### src/design/pwes_pkg.sv
// Shared types, constants and codes of the packed width element store.
package pwes_pkg;

	localparam int STORE_BYTES_DEF = 4096;
	localparam int MAX_WIDTH_DEF = 32;

	localparam int CFG_W = 6;
	localparam int VALUE_W = 32;
	localparam int INDEX_W = 15;
	localparam int COUNT_W = 16;
	localparam int STATUS_W = 2;

	localparam logic [CFG_W-1:0] WIDTH_RESET = 6'd8;
	localparam logic [COUNT_W-1:0] MAX_COUNT = 16'd32768;

	localparam logic OP_APPEND = 1'b0;
	localparam logic OP_READ = 1'b1;

	localparam logic [STATUS_W-1:0] ST_OK = 2'd0;
	localparam logic [STATUS_W-1:0] ST_FULL = 2'd1;
	localparam logic [STATUS_W-1:0] ST_RANGE = 2'd2;

	typedef struct packed {
		logic [VALUE_W-1:0]  read_value;
		logic [STATUS_W-1:0] status;
		logic [COUNT_W-1:0]  element_count;
	} res_t;

endpackage

### src/design/pwes_ctrl.sv
// Sequencer that clears the store and walks the bytes of one element per item.
module pwes_ctrl #(
	parameter int STORE_BYTES = pwes_pkg::STORE_BYTES_DEF,
	parameter int MAX_WIDTH = pwes_pkg::MAX_WIDTH_DEF,
	parameter int AW = $clog2(STORE_BYTES),
	parameter int WW = $clog2(MAX_WIDTH + 1)
) (
	input  logic                          clk,
	input  logic                          arst_n,
	input  logic [WW-1:0]                 ew,
	input  logic                          start,
	input  logic                          operation,
	input  logic [pwes_pkg::VALUE_W-1:0]  value,
	input  logic [pwes_pkg::INDEX_W-1:0]  index,
	output logic                          idle,
	output logic                          res_valid,
	input  logic                          res_take,
	output pwes_pkg::res_t                res,
	output logic                          ram_we,
	output logic [AW-1:0]                 ram_waddr,
	output logic [7:0]                    ram_wdata,
	output logic                          ram_re,
	output logic [AW-1:0]                 ram_raddr,
	input  logic [7:0]                    ram_rdata
);

	localparam int NB = (MAX_WIDTH + 14) / 8;
	localparam int NBW = $clog2(NB + 1);
	localparam int DW = NB * 8;
	localparam int PA = pwes_pkg::COUNT_W + WW + 1;
	localparam int PB = AW + 4;
	localparam int PW = (PA > PB) ? PA : PB;
	localparam int BW = PW - 3;
	localparam logic [PW-1:0] STORE_BITS = PW'(STORE_BYTES) << 3;
	localparam logic [AW-1:0] LAST_ADDR = AW'(STORE_BYTES - 1);

	localparam logic [2:0] S_CLEAR = 3'd0;
	localparam logic [2:0] S_IDLE = 3'd1;
	localparam logic [2:0] S_MUL = 3'd2;
	localparam logic [2:0] S_CHK = 3'd3;
	localparam logic [2:0] S_BYTES = 3'd4;
	localparam logic [2:0] S_FIN = 3'd5;
	localparam logic [2:0] S_DONE = 3'd6;

	logic [2:0] state_q;
	logic [AW-1:0] clr_q;
	logic op_q;
	logic [pwes_pkg::VALUE_W-1:0] value_q;
	logic [pwes_pkg::INDEX_W-1:0] index_q;
	logic [PW-1:0] pos_q;
	logic [pwes_pkg::COUNT_W-1:0] count_q;
	logic [pwes_pkg::STATUS_W-1:0] status_q;
	logic [BW-1:0] base_q;
	logic [2:0] off_q;
	logic [NBW-1:0] nbytes_q;
	logic [NBW-1:0] rd_k_q;
	logic [DW-1:0] data_q;
	logic [DW-1:0] mask_q;
	logic [DW-1:0] acc_q;

	logic rd_valid_s1;
	logic [NBW-1:0] rd_k_s1;
	logic [AW-1:0] rd_addr_s1;
	logic rd_inr_s1;

	logic [BW-1:0] byte_addr;
	logic addr_inr;
	logic [DW-1:0] mask_full;
	logic [WW:0] span;
	logic full;
	logic out_of_range;
	logic [7:0] mask_byte;
	logic [7:0] data_byte;
	logic [DW-1:0] rd_field;

	assign byte_addr = base_q + BW'(rd_k_q);
	assign addr_inr = byte_addr < BW'(STORE_BYTES);
	assign mask_full = (DW'(1) << ew) - DW'(1);
	assign span = (WW + 1)'(pos_q[2:0]) + (WW + 1)'(ew) + (WW + 1)'(7);
	assign full = (count_q >= pwes_pkg::MAX_COUNT) || ((pos_q + PW'(ew)) > STORE_BITS);
	assign out_of_range = {1'b0, index_q} >= count_q;
	assign mask_byte = mask_q[{rd_k_s1, 3'b000} +: 8];
	assign data_byte = data_q[{rd_k_s1, 3'b000} +: 8];
	assign rd_field = (acc_q & mask_q) >> off_q;

	assign idle = (state_q == S_IDLE);
	assign res_valid = (state_q == S_DONE) && !rd_valid_s1;
	assign res.read_value = (op_q == pwes_pkg::OP_READ && status_q == pwes_pkg::ST_OK) ?
		pwes_pkg::VALUE_W'(rd_field) : '0;
	assign res.status = status_q;
	assign res.element_count = count_q;

	assign ram_re = (state_q == S_BYTES || state_q == S_FIN) && addr_inr;
	assign ram_raddr = byte_addr[AW-1:0];

	always_comb begin
		ram_we = 1'b0;
		ram_waddr = rd_addr_s1;
		ram_wdata = (ram_rdata & ~mask_byte) | (data_byte & mask_byte);
		if (state_q == S_CLEAR) begin
			ram_we = 1'b1;
			ram_waddr = clr_q;
			ram_wdata = 8'h00;
		end else if (rd_valid_s1 && rd_inr_s1 && op_q == pwes_pkg::OP_APPEND) begin
			ram_we = 1'b1;
		end
	end

	always_ff @(posedge clk or negedge arst_n) begin
		if (!arst_n) begin
			state_q <= S_CLEAR;
			clr_q <= '0;
			count_q <= '0;
			rd_valid_s1 <= 1'b0;
		end else begin
			rd_valid_s1 <= (state_q == S_BYTES || state_q == S_FIN);
			unique case (state_q)
				S_CLEAR: begin
					clr_q <= clr_q + AW'(1);
					if (clr_q == LAST_ADDR) begin
						state_q <= S_IDLE;
					end
				end
				S_IDLE: begin
					if (start) begin
						state_q <= S_MUL;
					end
				end
				S_MUL: begin
					state_q <= S_CHK;
				end
				S_CHK: begin
					if ((op_q == pwes_pkg::OP_APPEND && full) ||
						(op_q == pwes_pkg::OP_READ && out_of_range)) begin
						state_q <= S_DONE;
					end else if (NBW'(span[WW:3]) == NBW'(1)) begin
						state_q <= S_FIN;
					end else begin
						state_q <= S_BYTES;
					end
				end
				S_BYTES: begin
					if (rd_k_q + NBW'(2) == nbytes_q) begin
						state_q <= S_FIN;
					end
				end
				S_FIN: begin
					state_q <= S_DONE;
					if (op_q == pwes_pkg::OP_APPEND) begin
						count_q <= count_q + pwes_pkg::COUNT_W'(1);
					end
				end
				S_DONE: begin
					if (res_valid && res_take) begin
						state_q <= S_IDLE;
					end
				end
				default: begin
					state_q <= S_IDLE;
				end
			endcase
		end
	end

	always_ff @(posedge clk) begin
		rd_k_s1 <= rd_k_q;
		rd_addr_s1 <= byte_addr[AW-1:0];
		rd_inr_s1 <= addr_inr;
		if (rd_valid_s1) begin
			acc_q[{rd_k_s1, 3'b000} +: 8] <= rd_inr_s1 ? ram_rdata : 8'h00;
		end
		case (state_q)
			S_IDLE: begin
				op_q <= operation;
				value_q <= value;
				index_q <= index;
			end
			S_MUL: begin
				pos_q <= PW'(((op_q == pwes_pkg::OP_READ) ? {1'b0, index_q} : count_q) * ew);
			end
			S_CHK: begin
				status_q <= pwes_pkg::ST_OK;
				if (op_q == pwes_pkg::OP_APPEND && full) begin
					status_q <= pwes_pkg::ST_FULL;
				end else if (op_q == pwes_pkg::OP_READ && out_of_range) begin
					status_q <= pwes_pkg::ST_RANGE;
				end
				base_q <= pos_q[PW-1:3];
				off_q <= pos_q[2:0];
				nbytes_q <= NBW'(span[WW:3]);
				data_q <= (DW'(value_q) & mask_full) << pos_q[2:0];
				mask_q <= mask_full << pos_q[2:0];
				acc_q <= '0;
				rd_k_q <= '0;
			end
			S_BYTES: begin
				rd_k_q <= rd_k_q + NBW'(1);
			end
			default: begin
			end
		endcase
	end

endmodule

### config.mk
export PLATFORM = sky130hd
export DESIGN_NAME = pwes_ctrl
export DESIGN_NICKNAME = d
export VERILOG_FILES = /design/src/design/pwes_pkg.sv /design/src/design/pwes_ctrl.sv
export SDC_FILE = /design/constraint.sdc
export NUM_CORES = 1
export LEC_CHECK = 0
export BUFFER_PORTS_ARGS = -buffer_cell sky130_fd_sc_hd__clkbuf_2
export CAP_MARGIN = 15
export CORE_ASPECT_RATIO = 0.75
export CORE_UTILIZATION = 40
export CTS_CLUSTER_DIAMETER = 30
export DETAILED_ROUTE_END_ITERATION = 6
export GPL_TIMING_DRIVEN = 0
export HOLD_SLACK_MARGIN = 0.05
export PLACE_DENSITY = 0.61
export SKIP_CTS_REPAIR_TIMING = 1
export SYNTH_ARGS = -nofsm -noshare
export SYNTH_HDL_FRONTEND = slang
export SYNTH_SLANG_ARGS = --single-unit
export TNS_END_PERCENT = 100
### constraint.sdc
create_clock -name clk -period 6.5 [get_ports clk]
set_input_delay 1.3 -clock clk [delete_from_list [all_inputs] [get_ports clk]]
set_output_delay 1.3 -clock clk [all_outputs]
set_load 0.01 [all_outputs]
---- Yosys cells after proc, flatten, opt, wreduce, memory -nomap -nowiden ----
Index checks and enable logic that the tools add are counted.
storage, ports and cells
  register bits ........................... 270
  bits of input ports ..................... 66
  output and inout port bits .............. 86
  word-level logic and storage cells ...... 96
cells by class
  add/subtract/negate cells ............... 10
  multipliers ............................. 1
  magnitude comparators ................... 4
  equality and inequality tests ........... 13
  shifts and indexed selects .............. 8
  mux-type cells .......................... 17
  bitwise gates (word level) .............. 7
  reduce and logical (&&, ||, !) cells .... 17
operators with widths
  cell                    number
  $shiftx 40x7->8         2
  $shl 40x3->40           2
  $and 32x40->40          1
  $and 40x40->40          1
  $bwmux 40               1
  $shift 8x8->40 const A  1
  $shiftx 8x8->40         1
  $shl 1x6->40 const A    1
  $shr 40x3->32           1
  $sub 40x2->40 const B   1
  $mux 32                 1
  $add 23x6->23           1
  $gt 23x16->1 const B    1
  $mul 16x6->22           1
  $pmux 3 s7              1
  $add 20x3->20           1
  $lt 20x13->1 const B    1
  $add 16x1->16 const B   1
  $and 8x8->8             2
  $ge 15x16->1            1
  $ge 16x16->1 const B    1
  $mux 16                 1
  $mux 8                  2
  $add 12x1->12 const B   1
  28 further kinds        49

---- Depth between registers and ports, before layout ----
Gate-level depths: netlist (run 1).
  depth in word-level cells ............... 7
  depth in mapped cells ................... 19
  depth with buffers taken out ............ 17

---- Worst setup path after synthesis (run 1) ----
Ideal clock, no wire load.
  path type ............................... in2reg
  from .................................... in ew[3]
  to ...................................... reg pos_q[20] (data pin)
  setup time .............................. 265 ps
  arrival ................................. 5702 ps
  data required time ...................... 6235 ps
  setup slack ............................. 533 ps
  stages on the path ...................... 18
  buffers on the path ..................... 3
  path through ............................ inv_1 > clkbuf_1 > clkbuf_1 > buf_1 > nor2_1 > fa_1 > fa_1 > inv_1 > fa_1 > inv_1 > ha_1 > o21ai_0 > a21oi_1 > o41ai_1 > o311a_1 > o311a_1 > a22oi_1 > xor2_1
on the way
  word-level cells in the longest chain between the ends .. 1
RTL lines
  what                    RTL line          RTL
  start: declaration      pwes_ctrl.sv:10   input logic [WW-1:0] ew,
  $mul 16x6->22           pwes_ctrl.sv:179  pos_q <= PW'(((op_q == pwes_pkg::OP_READ) ? {1'b0, index_q} : count_q) * ew);
  end signal: assignment  pwes_ctrl.sv:179
  end: declaration        pwes_ctrl.sv:50   logic [PW-1:0] pos_q;
No other way between the ends.
A chain may end at the register's enable or synchronous reset.

---- Worst setup path after layout (run 1) ----
  from .................................... in ew[4]
  to ...................................... reg pos_q[21] (data pin)
Same word-level chain as after synthesis.

==> results.sh, run 1 <==
export IMPL_finalWirelength_um=66060
export IMPL_final_design_area_no_fill_um2=22400
export IMPL_postSynth_asyncResetShare_pct=12.03
export IMPL_grt_setup_unrepaired="false"
export IMPL_die_h_um=190.6
export IMPL_synth_avg_cell_area_um2=9.187
export IMPL_place_detailed_hpwl_um=52320
export IMPL_drv_cap=0
export IMPL_wl_per_cell_um=22.45
export IMPL_antenna_violating_nets_post_route=0
export IMPL_largest_net_degree_at_the_start_of_global_routing=74
export IMPL_nNetsFinal=2464
export IMPL_power_internal_w=0.005588
export IMPL_post_route_period_util_pct=95.49
export IMPL_gr_total_overflow=0
export IMPL_rows=68
export IMPL_met2_usage_pct=39.77
export IMPL_synth_top_family_by_area="simple AND/OR/NAND/NOR gates"
export IMPL_power_density_nw_per_um2=418.2
export IMPL_synthSimpleGateAreaFrac_pct=17.87
export IMPL_tritoncts_clock_tree="done"
export IMPL_grt_first_pass_wirelength_um=99410
export IMPL_grt_total_usage_pct=27.45
export IMPL_timing_reg2reg_setup_slack_ns=0.48
export IMPL_crit_reg2reg_capture="pos_q[21]"
export IMPL_clock_tree_buffer_depth=3
export IMPL_clock_sinks=266
export IMPL_clk_insertion_delay_late_ns=0.60
export IMPL_timing_max_transition_violations_final=0
export IMPL_crit_start="ew[4]"
export IMPL_synth_common_cells="352 x sky130_fd_sc_hd__nor2_1, 179 x sky130_fd_sc_hd__edfxtp_1, 158 x sky130_fd_sc_hd__nand2_1, 126 x sky130_fd_sc_hd__inv_1, 120 x sky130_fd_sc_hd__o21ai_0"
export IMPL_class_of_the_worst_hold_path="flip-flop to flip-flop"
export IMPL_top_usage_layer="met1"
export IMPL_yosys_register_bits=266
export IMPL_synth_main_ff_cell="sky130_fd_sc_hd__edfxtp_1"
export IMPL_ir_drop_uv=284.8
export IMPL_status="finished, final reports clean"
export IMPL_port_buffers=151
export IMPL_fp_coreArea_um2=46370
export IMPL_critical_path_max_fanout=10
export IMPL_critPathCaptureType="flip-flop"
export IMPL_post_synthesis_compound_gate_area_fraction_pct=14.96
export IMPL_synth_area_leaders="sky130_fd_sc_hd__edfxtp_1 28%, sky130_fd_sc_hd__nor2_1 7.0%, sky130_fd_sc_hd__fa_1 6.2%"
export IMPL_tritoncts_buffer_count=51
export IMPL_synth_enable_flop_cells=179
export IMPL_yosys_warnings=0
export IMPL_design_die_area_um2=48310
export IMPL_dpl_cell_area_um2=20590
export IMPL_fmax_mhz=161.1
export IMPL_drt_iter0_markers=1638
export IMPL_fp_dieW_um=253.5
export IMPL_post_drt_via_cell_ratio=5.735
export IMPL_routed_via_count=16870
export IMPL_adder_and_majority_cell_fraction_of_the_synthesized_area_pct=10.78
export IMPL_drc=0
export IMPL_ctsRootBufferMaster="sky130_fd_sc_hd__clkbuf_16"
export IMPL_routabilityCongestion=0.9837
export IMPL_leakagePower_nw=8.879
export IMPL_num_antenna_cells=0
export IMPL_capture_point_of_the_worst_path="pos_q[21]"
export IMPL_post_synth_top_area_fraction_pct=28.33
export IMPL_design_power_total_w=0.009367
export IMPL_dr_pass1_iters=5
export IMPL_synth_xor_area_share_pct=3.086
export IMPL_final_layout_size_suffix_gt1_share_pct=14.84
export IMPL_timing_reg2reg_worst_path_depth=16
export IMPL_pwr_share_seq_pct=29.1
export IMPL_required_ns=6.83
export IMPL_start_util_pct=40.91
export IMPL_path_class="input port to flip-flop"
export IMPL_clockPowerShare_pct=28.7
export IMPL_power_combinational_fraction_pct=42.2
export IMPL_global_route_usage_met1_pct=41.12
export IMPL_syn_area_um2=18970
export IMPL_setup_violations=0
export IMPL_initial_antenna_violation_count=0
export IMPL_synthesized_instance_count=2065
export IMPL_syn_num_nets=2259
export IMPL_hold_slack_ns=0.4784
export IMPL_startpoint_type="input port"
export IMPL_cts_htree_levels=2
export IMPL_worst_endpoint_arrival_ns=6.54
export IMPL_hold_viol_final=0
export IMPL_switching_power_w=0.003779
export IMPL_synth_most_common_cell="sky130_fd_sc_hd__nor2_1"
export IMPL_clock_skew_ns=0.02856
export IMPL_grt_pass1_vias=16030
export IMPL_fillerInstances=4422
export IMPL_worst_slew_pin_transition_ns=1.294
export IMPL_synth_seq_area_share_pct=38.36
export IMPL_synth_area_mux_share_pct=9.800
export IMPL_r2r_start="op_q"
export IMPL_max_slew_margin_pct=12.63
export IMPL_swShare_pct=40.35
export IMPL_num_io_pins=152
export IMPL_area_growth_pct=18.07
export IMPL_met3_usage_pct=6.211
export IMPL_worst_setup_hold_path_clk_slew_ns=0.05
export IMPL_final_period_minus_worst_setup_slack_ns=6.207
export IMPL_count_of_different_cell_masters_after_synthesis=93
export IMPL_synthDominantAreaCellType="sky130_fd_sc_hd__edfxtp_1"
## worst min path at each step
| stage | startpoint | end | slack [ns] | depth (start not counted) |
|---|---|---|---|---|
| 5_1_grt | pos_q[3] | base_q[0] | 0.49 | 0 |
| 2_1_floorplan | rd_k_q[1] | rd_k_s1[1] | 0.42 | 0 |
| 3_5_place_dp | pos_q[5] | base_q[2] | 0.46 | 0 |
| 4_1_cts | pos_q[3] | base_q[0] | 0.47 | 0 |
| 6_report | pos_q[5] | base_q[2] | 0.48 | 0 |
| 3_3_place_gp | pos_q[3] | base_q[0] | 0.45 | 0 |
## per-layer routing
layer  vias up  share of wire (%)
met5         -                  0
met4         0                1.9
met3        95                9.2
met2       765                 42
met1      8219                 47
li1       7793                  -
## sequential cells by signal, indices dropped and copies added (netlist names), 12 cells and up
| register | flops |
|---|---|
| count_q | 16 |
| value_q | 32 |
| base_q | 19 |
| acc_q | 39 |
| data_q | 39 |
| rd_addr_s1 | 12 |
| mask_q | 40 |
| pos_q | 22 |
| index_q | 15 |
| clr_q | 12 |
## critical path, stage by stage
cell                       delay (ns)
sky130_fd_sc_hd__clkbuf_2        0.17
sky130_fd_sc_hd__inv_1           0.32
sky130_fd_sc_hd__clkbuf_1        0.62
sky130_fd_sc_hd__buf_1           0.45
sky130_fd_sc_hd__nor2_1          0.14
sky130_fd_sc_hd__fa_1            0.53
sky130_fd_sc_hd__fa_1            0.55
sky130_fd_sc_hd__inv_1           0.06
sky130_fd_sc_hd__fa_1            0.53
sky130_fd_sc_hd__inv_1           0.04
sky130_fd_sc_hd__ha_1            0.30
sky130_fd_sc_hd__o21ai_0         0.14
sky130_fd_sc_hd__o21ai_0         0.25
sky130_fd_sc_hd__a21oi_1         0.14
sky130_fd_sc_hd__o21ai_0         0.33
sky130_fd_sc_hd__a211oi_1        0.16
sky130_fd_sc_hd__o31ai_1         0.26
sky130_fd_sc_hd__a21oi_1         0.11
sky130_fd_sc_hd__xnor2_1         0.13
## through the flow
| stage | utilization, % | setup TNS (ns) | setup slack, ns | cells |
|---|---|---|---|---|
| global route | 48.31 | 0 | 0.02363 | 2942 |
| floorplan | - | 0 | 0.5330 | 2065 |
| finish | 48.31 | 0 | 0.2930 | 2942 |
| CTS | 48.30 | -0.2301 | -0.1513 | 2944 |
| global placement | 44.24 | -5.475 | -0.7301 | 2846 |
| detailed placement | 44.41 | -5.674 | -0.7576 | 2849 |
## cell usage in the layout (no fill, tap or decap), drive strengths merged, types with 19 or more instances in the layout
cell / count
buf: 31
xnor2: 48
nor3: 35
a211oi: 20
mux2i: 101
a31oi: 24
mux4: 19
o21ai: 127
ha: 69
fa: 59
nand2b: 24
nand2: 158
inv: 138
clkbuf: 307
a21oi: 112
dfrtp: 32
edfxtp: 179
nor2: 352
mux2: 37
nand3: 86
dfxtp: 55
## logic make-up after synthesis
family	count (synthesis)
DFF	266
xor gates and xnor gates	66
muxes	157
and+or+nand+nor	759
buffers and inverters	253
AOI/OAI and AO/OA	436
adders and majority gates	128
## power by group through the flow
stage          clock, W  sequential [W]  combinational (W)
5_1_grt         0.00282         0.00276            0.00434
2_1_floorplan         0         0.00263            0.00268
3_3_place_gp          0         0.00278            0.00379
3_5_place_dp          0         0.00274            0.00389
6_report        0.00269         0.00272            0.00395
4_1_cts         0.00273         0.00272            0.00392
## layout make-up
cell class	count	area [µm²]	area share, %
flip-flops and latches	266	7277	32.49
well taps	630	788.3	3.519
repair buffers	154	814.5	3.636
multi-input cells	1546	10740	47.94
inverters	131	491.7	2.195
clock inverters	31	311.5	1.391
plain buffers	120	485.5	2.167
clock buffers	64	1494	6.669
Note: power is estimated with default switching activity, not from simulation.
==> run 2: changes to the inputs <==
--- a/config.mk
+++ b/config.mk
@@ -8,12 +8,12 @@
 export BUFFER_PORTS_ARGS = -buffer_cell sky130_fd_sc_hd__clkbuf_2
 export CAP_MARGIN = 15
 export CORE_ASPECT_RATIO = 0.75
-export CORE_UTILIZATION = 40
+export CORE_UTILIZATION = 38
 export CTS_CLUSTER_DIAMETER = 30
 export DETAILED_ROUTE_END_ITERATION = 6
 export GPL_TIMING_DRIVEN = 0
 export HOLD_SLACK_MARGIN = 0.05
-export PLACE_DENSITY = 0.61
+export PLACE_DENSITY = 0.59
 export SKIP_CTS_REPAIR_TIMING = 1
 export SYNTH_ARGS = -nofsm -noshare
 export SYNTH_HDL_FRONTEND = slang
==> run 2 against run 1 <==
  * Clock skew grew 0.0097 ns
  * Flip-flop and latch count is the same
  * Clock power grew 10%
  * Register-to-register slack gained 0.22 ns
  * Global-route usage shrank 0.80 points
  * Critical path depth is the same
  * Critical endpoint unchanged
==> results.sh, run 2 (synthesis gave the netlist of run 1 again) <==
export IMPL_final_layout_size_suffix_gt1_share_pct=15.35
export IMPL_place_detailed_hpwl_um=52770
export IMPL_largest_net_degree_at_the_start_of_global_routing=72
export IMPL_fmax_mhz=161.9
export IMPL_timing_reg2reg_worst_path_depth=16
export IMPL_hold_slack_ns=0.4637
export IMPL_worst_slew_pin_transition_ns=1.095
export IMPL_dr_pass1_iters=7
export IMPL_slowest_cell_on_the_critical_path="sky130_fd_sc_hd__clkbuf_1"
export IMPL_utilization_pct=46.13
export IMPL_post_drt_via_cell_ratio=5.770
export IMPL_cts_htree_levels=2
export IMPL_totalNegativeSetupSlack_ns=0
export IMPL_worst_endpoint_arrival_ns=6.56
export IMPL_ir_drop_uv=271.2
export IMPL_layout_cells_most_common_list="351 x sky130_fd_sc_hd__nor2_1, 179 x sky130_fd_sc_hd__edfxtp_1, 158 x sky130_fd_sc_hd__nand2_1"
export IMPL_design_power_total_w=0.009727
export IMPL_layout_cells_most_common="sky130_fd_sc_hd__nor2_1"
export IMPL_num_antenna_cells=0
export IMPL_routabilityCongestion=0.9975
export IMPL_grt_setup_unrepaired="false"
export IMPL_fp_dieW_um=260.0
export IMPL_routed_via_count=17160
export IMPL_path_class="input port to flip-flop"
export IMPL_clock_skew_ns=0.03824
export IMPL_initial_antenna_violation_count=0
export IMPL_port_buffers=151
export IMPL_timing_critical_path_slowest_cell_delay_ns=0.61
export IMPL_clk_insertion_delay_late_ns=0.64
export IMPL_fp_coreArea_um2=49050
export IMPL_clock_sinks=266
export IMPL_grt_first_pass_wirelength_um=102800
export IMPL_fillerInstances=4681
export IMPL_power_density_nw_per_um2=430.0
export IMPL_class_of_the_worst_hold_path="flip-flop to flip-flop"
export IMPL_critPathCaptureType="flip-flop"
export IMPL_timing_max_transition_violations_final=0
export IMPL_grt_total_usage_pct=26.65
export IMPL_timing_critical_path_depth=19
export IMPL_biggest_regs="mask_q x40, acc_q x39, data_q x39"
export IMPL_wl_per_cell_um=22.61
export IMPL_crit_buf_inv=6
export IMPL_gr_total_overflow=0
export IMPL_num_io_pins=152
export IMPL_whs_path_depth=0
export IMPL_hold_viol_final=0
export IMPL_tritoncts_clock_tree="done"
export IMPL_max_slew_margin_pct=26.24
export IMPL_nNetsFinal=2471
export IMPL_tritoncts_buffer_count=57
export IMPL_grt_pass1_vias=16740
export IMPL_die_h_um=195.5
export IMPL_startpoint_type="input port"
export IMPL_critical_path_max_fanout=10
export IMPL_leakagePower_nw=8.969
export IMPL_largest_register_ff_count=40
export IMPL_max_flop_register="mask_q"
export IMPL_design_die_area_um2=50830
export IMPL_area_growth_pct=19.24
export IMPL_rows=70
export IMPL_post_route_period_util_pct=95.04
export IMPL_antenna_violating_nets_post_route=0
export IMPL_final_period_minus_worst_setup_slack_ns=6.178
export IMPL_worst_path_dominant_cell_family="adder cells"
export IMPL_setup_violations=0
export IMPL_required_ns=6.88
export IMPL_start_util_pct=38.68
export IMPL_drc=0
export IMPL_finalWirelength_um=67240
export IMPL_clock_tree_buffer_depth=3
export IMPL_ctsRootBufferMaster="sky130_fd_sc_hd__clkbuf_16"
export IMPL_drt_iter0_markers=1853
export IMPL_drv_cap=0
export IMPL_status="finished, final reports clean"
export IMPL_timing_critical_path_cells="clkbuf_2 > inv_1 > clkbuf_1 > buf_1 > nor2_1 > fa_1 > inv_1 > fa_1 > fa_1 > inv_1 > ha_1 > a21o_1 > a21o_1 > a21oi_1 > nor2b_1 > a211oi_1 > o31ai_1 > a21oi_1 > xnor2_1"
export IMPL_worst_setup_hold_path_clk_slew_ns=0.05
## run 2: cell types whose count changed in the layout (fill, tap and decap cells not counted)
| cell | before | now |
|---|---|---|
| sky130_fd_sc_hd__clkinv_1 | 3 | 6 |
| sky130_fd_sc_hd__clkbuf_1 | 91 | 88 |
| sky130_fd_sc_hd__clkinv_16 | 1 | 3 |
| sky130_fd_sc_hd__inv_6 | 9 | 10 |
| sky130_fd_sc_hd__bufinv_16 | 2 | 6 |
| sky130_fd_sc_hd__inv_8 | 0 | 2 |
| sky130_fd_sc_hd__clkbuf_16 | 58 | 57 |
| sky130_fd_sc_hd__clkinv_4 | 6 | 5 |
| sky130_fd_sc_hd__clkinvlp_4 | 5 | 8 |
| sky130_fd_sc_hd__clkinv_2 | 6 | 12 |
| sky130_fd_sc_hd__clkbuf_8 | 2 | 1 |
| sky130_fd_sc_hd__clkinv_8 | 1 | 0 |
## run 2: metrics by stage
| step | instance area [µm²] | worst slack, ns | cells |
|---|---|---|---|
| 4_1_cts | 22620 | -0.05800 | 2975 |
| 3_3_place_gp | 20540 | -0.6855 | 2864 |
| 6_report | 22620 | 0.3225 | 2974 |
| 5_1_grt | 22620 | 0.07240 | 2974 |
| 2_1_floorplan | 18970 | 0.5330 | 2065 |
| 3_5_place_dp | 20610 | -0.7141 | 2867 |
## run 2: layout make-up
type | instances | area, µm² | area share [%]
multi-input combinational | 1546 | 10740 | 47.46
clock inverter | 50 | 561.8 | 2.483
inverter | 131 | 491.7 | 2.174
tap | 648 | 810.8 | 3.584
buffer | 121 | 489.2 | 2.162
clock buffer | 58 | 1440 | 6.366
timing repair buffer | 154 | 814.5 | 3.600
sequential | 266 | 7277 | 32.17
## run 2: final timing paths
check                         start     endpoint  slack (ns)
max in group asynchronous    arst_n   count_q[3]        5.01
min reg2reg                pos_q[3]    base_q[0]        0.46
min                        pos_q[3]    base_q[0]        0.46
max                           ew[4]    pos_q[21]        0.32
min in group asynchronous    arst_n  rd_valid_s1        0.83
max reg2reg                    op_q    pos_q[21]        0.70
## run 2: power breakdown
part	switching (W)	leakage (nW)	internal [W]
Combinational	0.00255	5.49	0.00147
Sequential	0.000333	2.52	0.00241
Clock	0.00107	0.964	0.00189
Total	0.00396	8.97	0.00577
## run 2: routing by layer
metal	vias to the layer above	track usage (%)	wire, µm
met4	0	7.712	1500
met1	8358	40.30	31630
met5	-	0	0
met2	871	37.54	27580
met3	109	5.828	6529
li1	7823	-	-
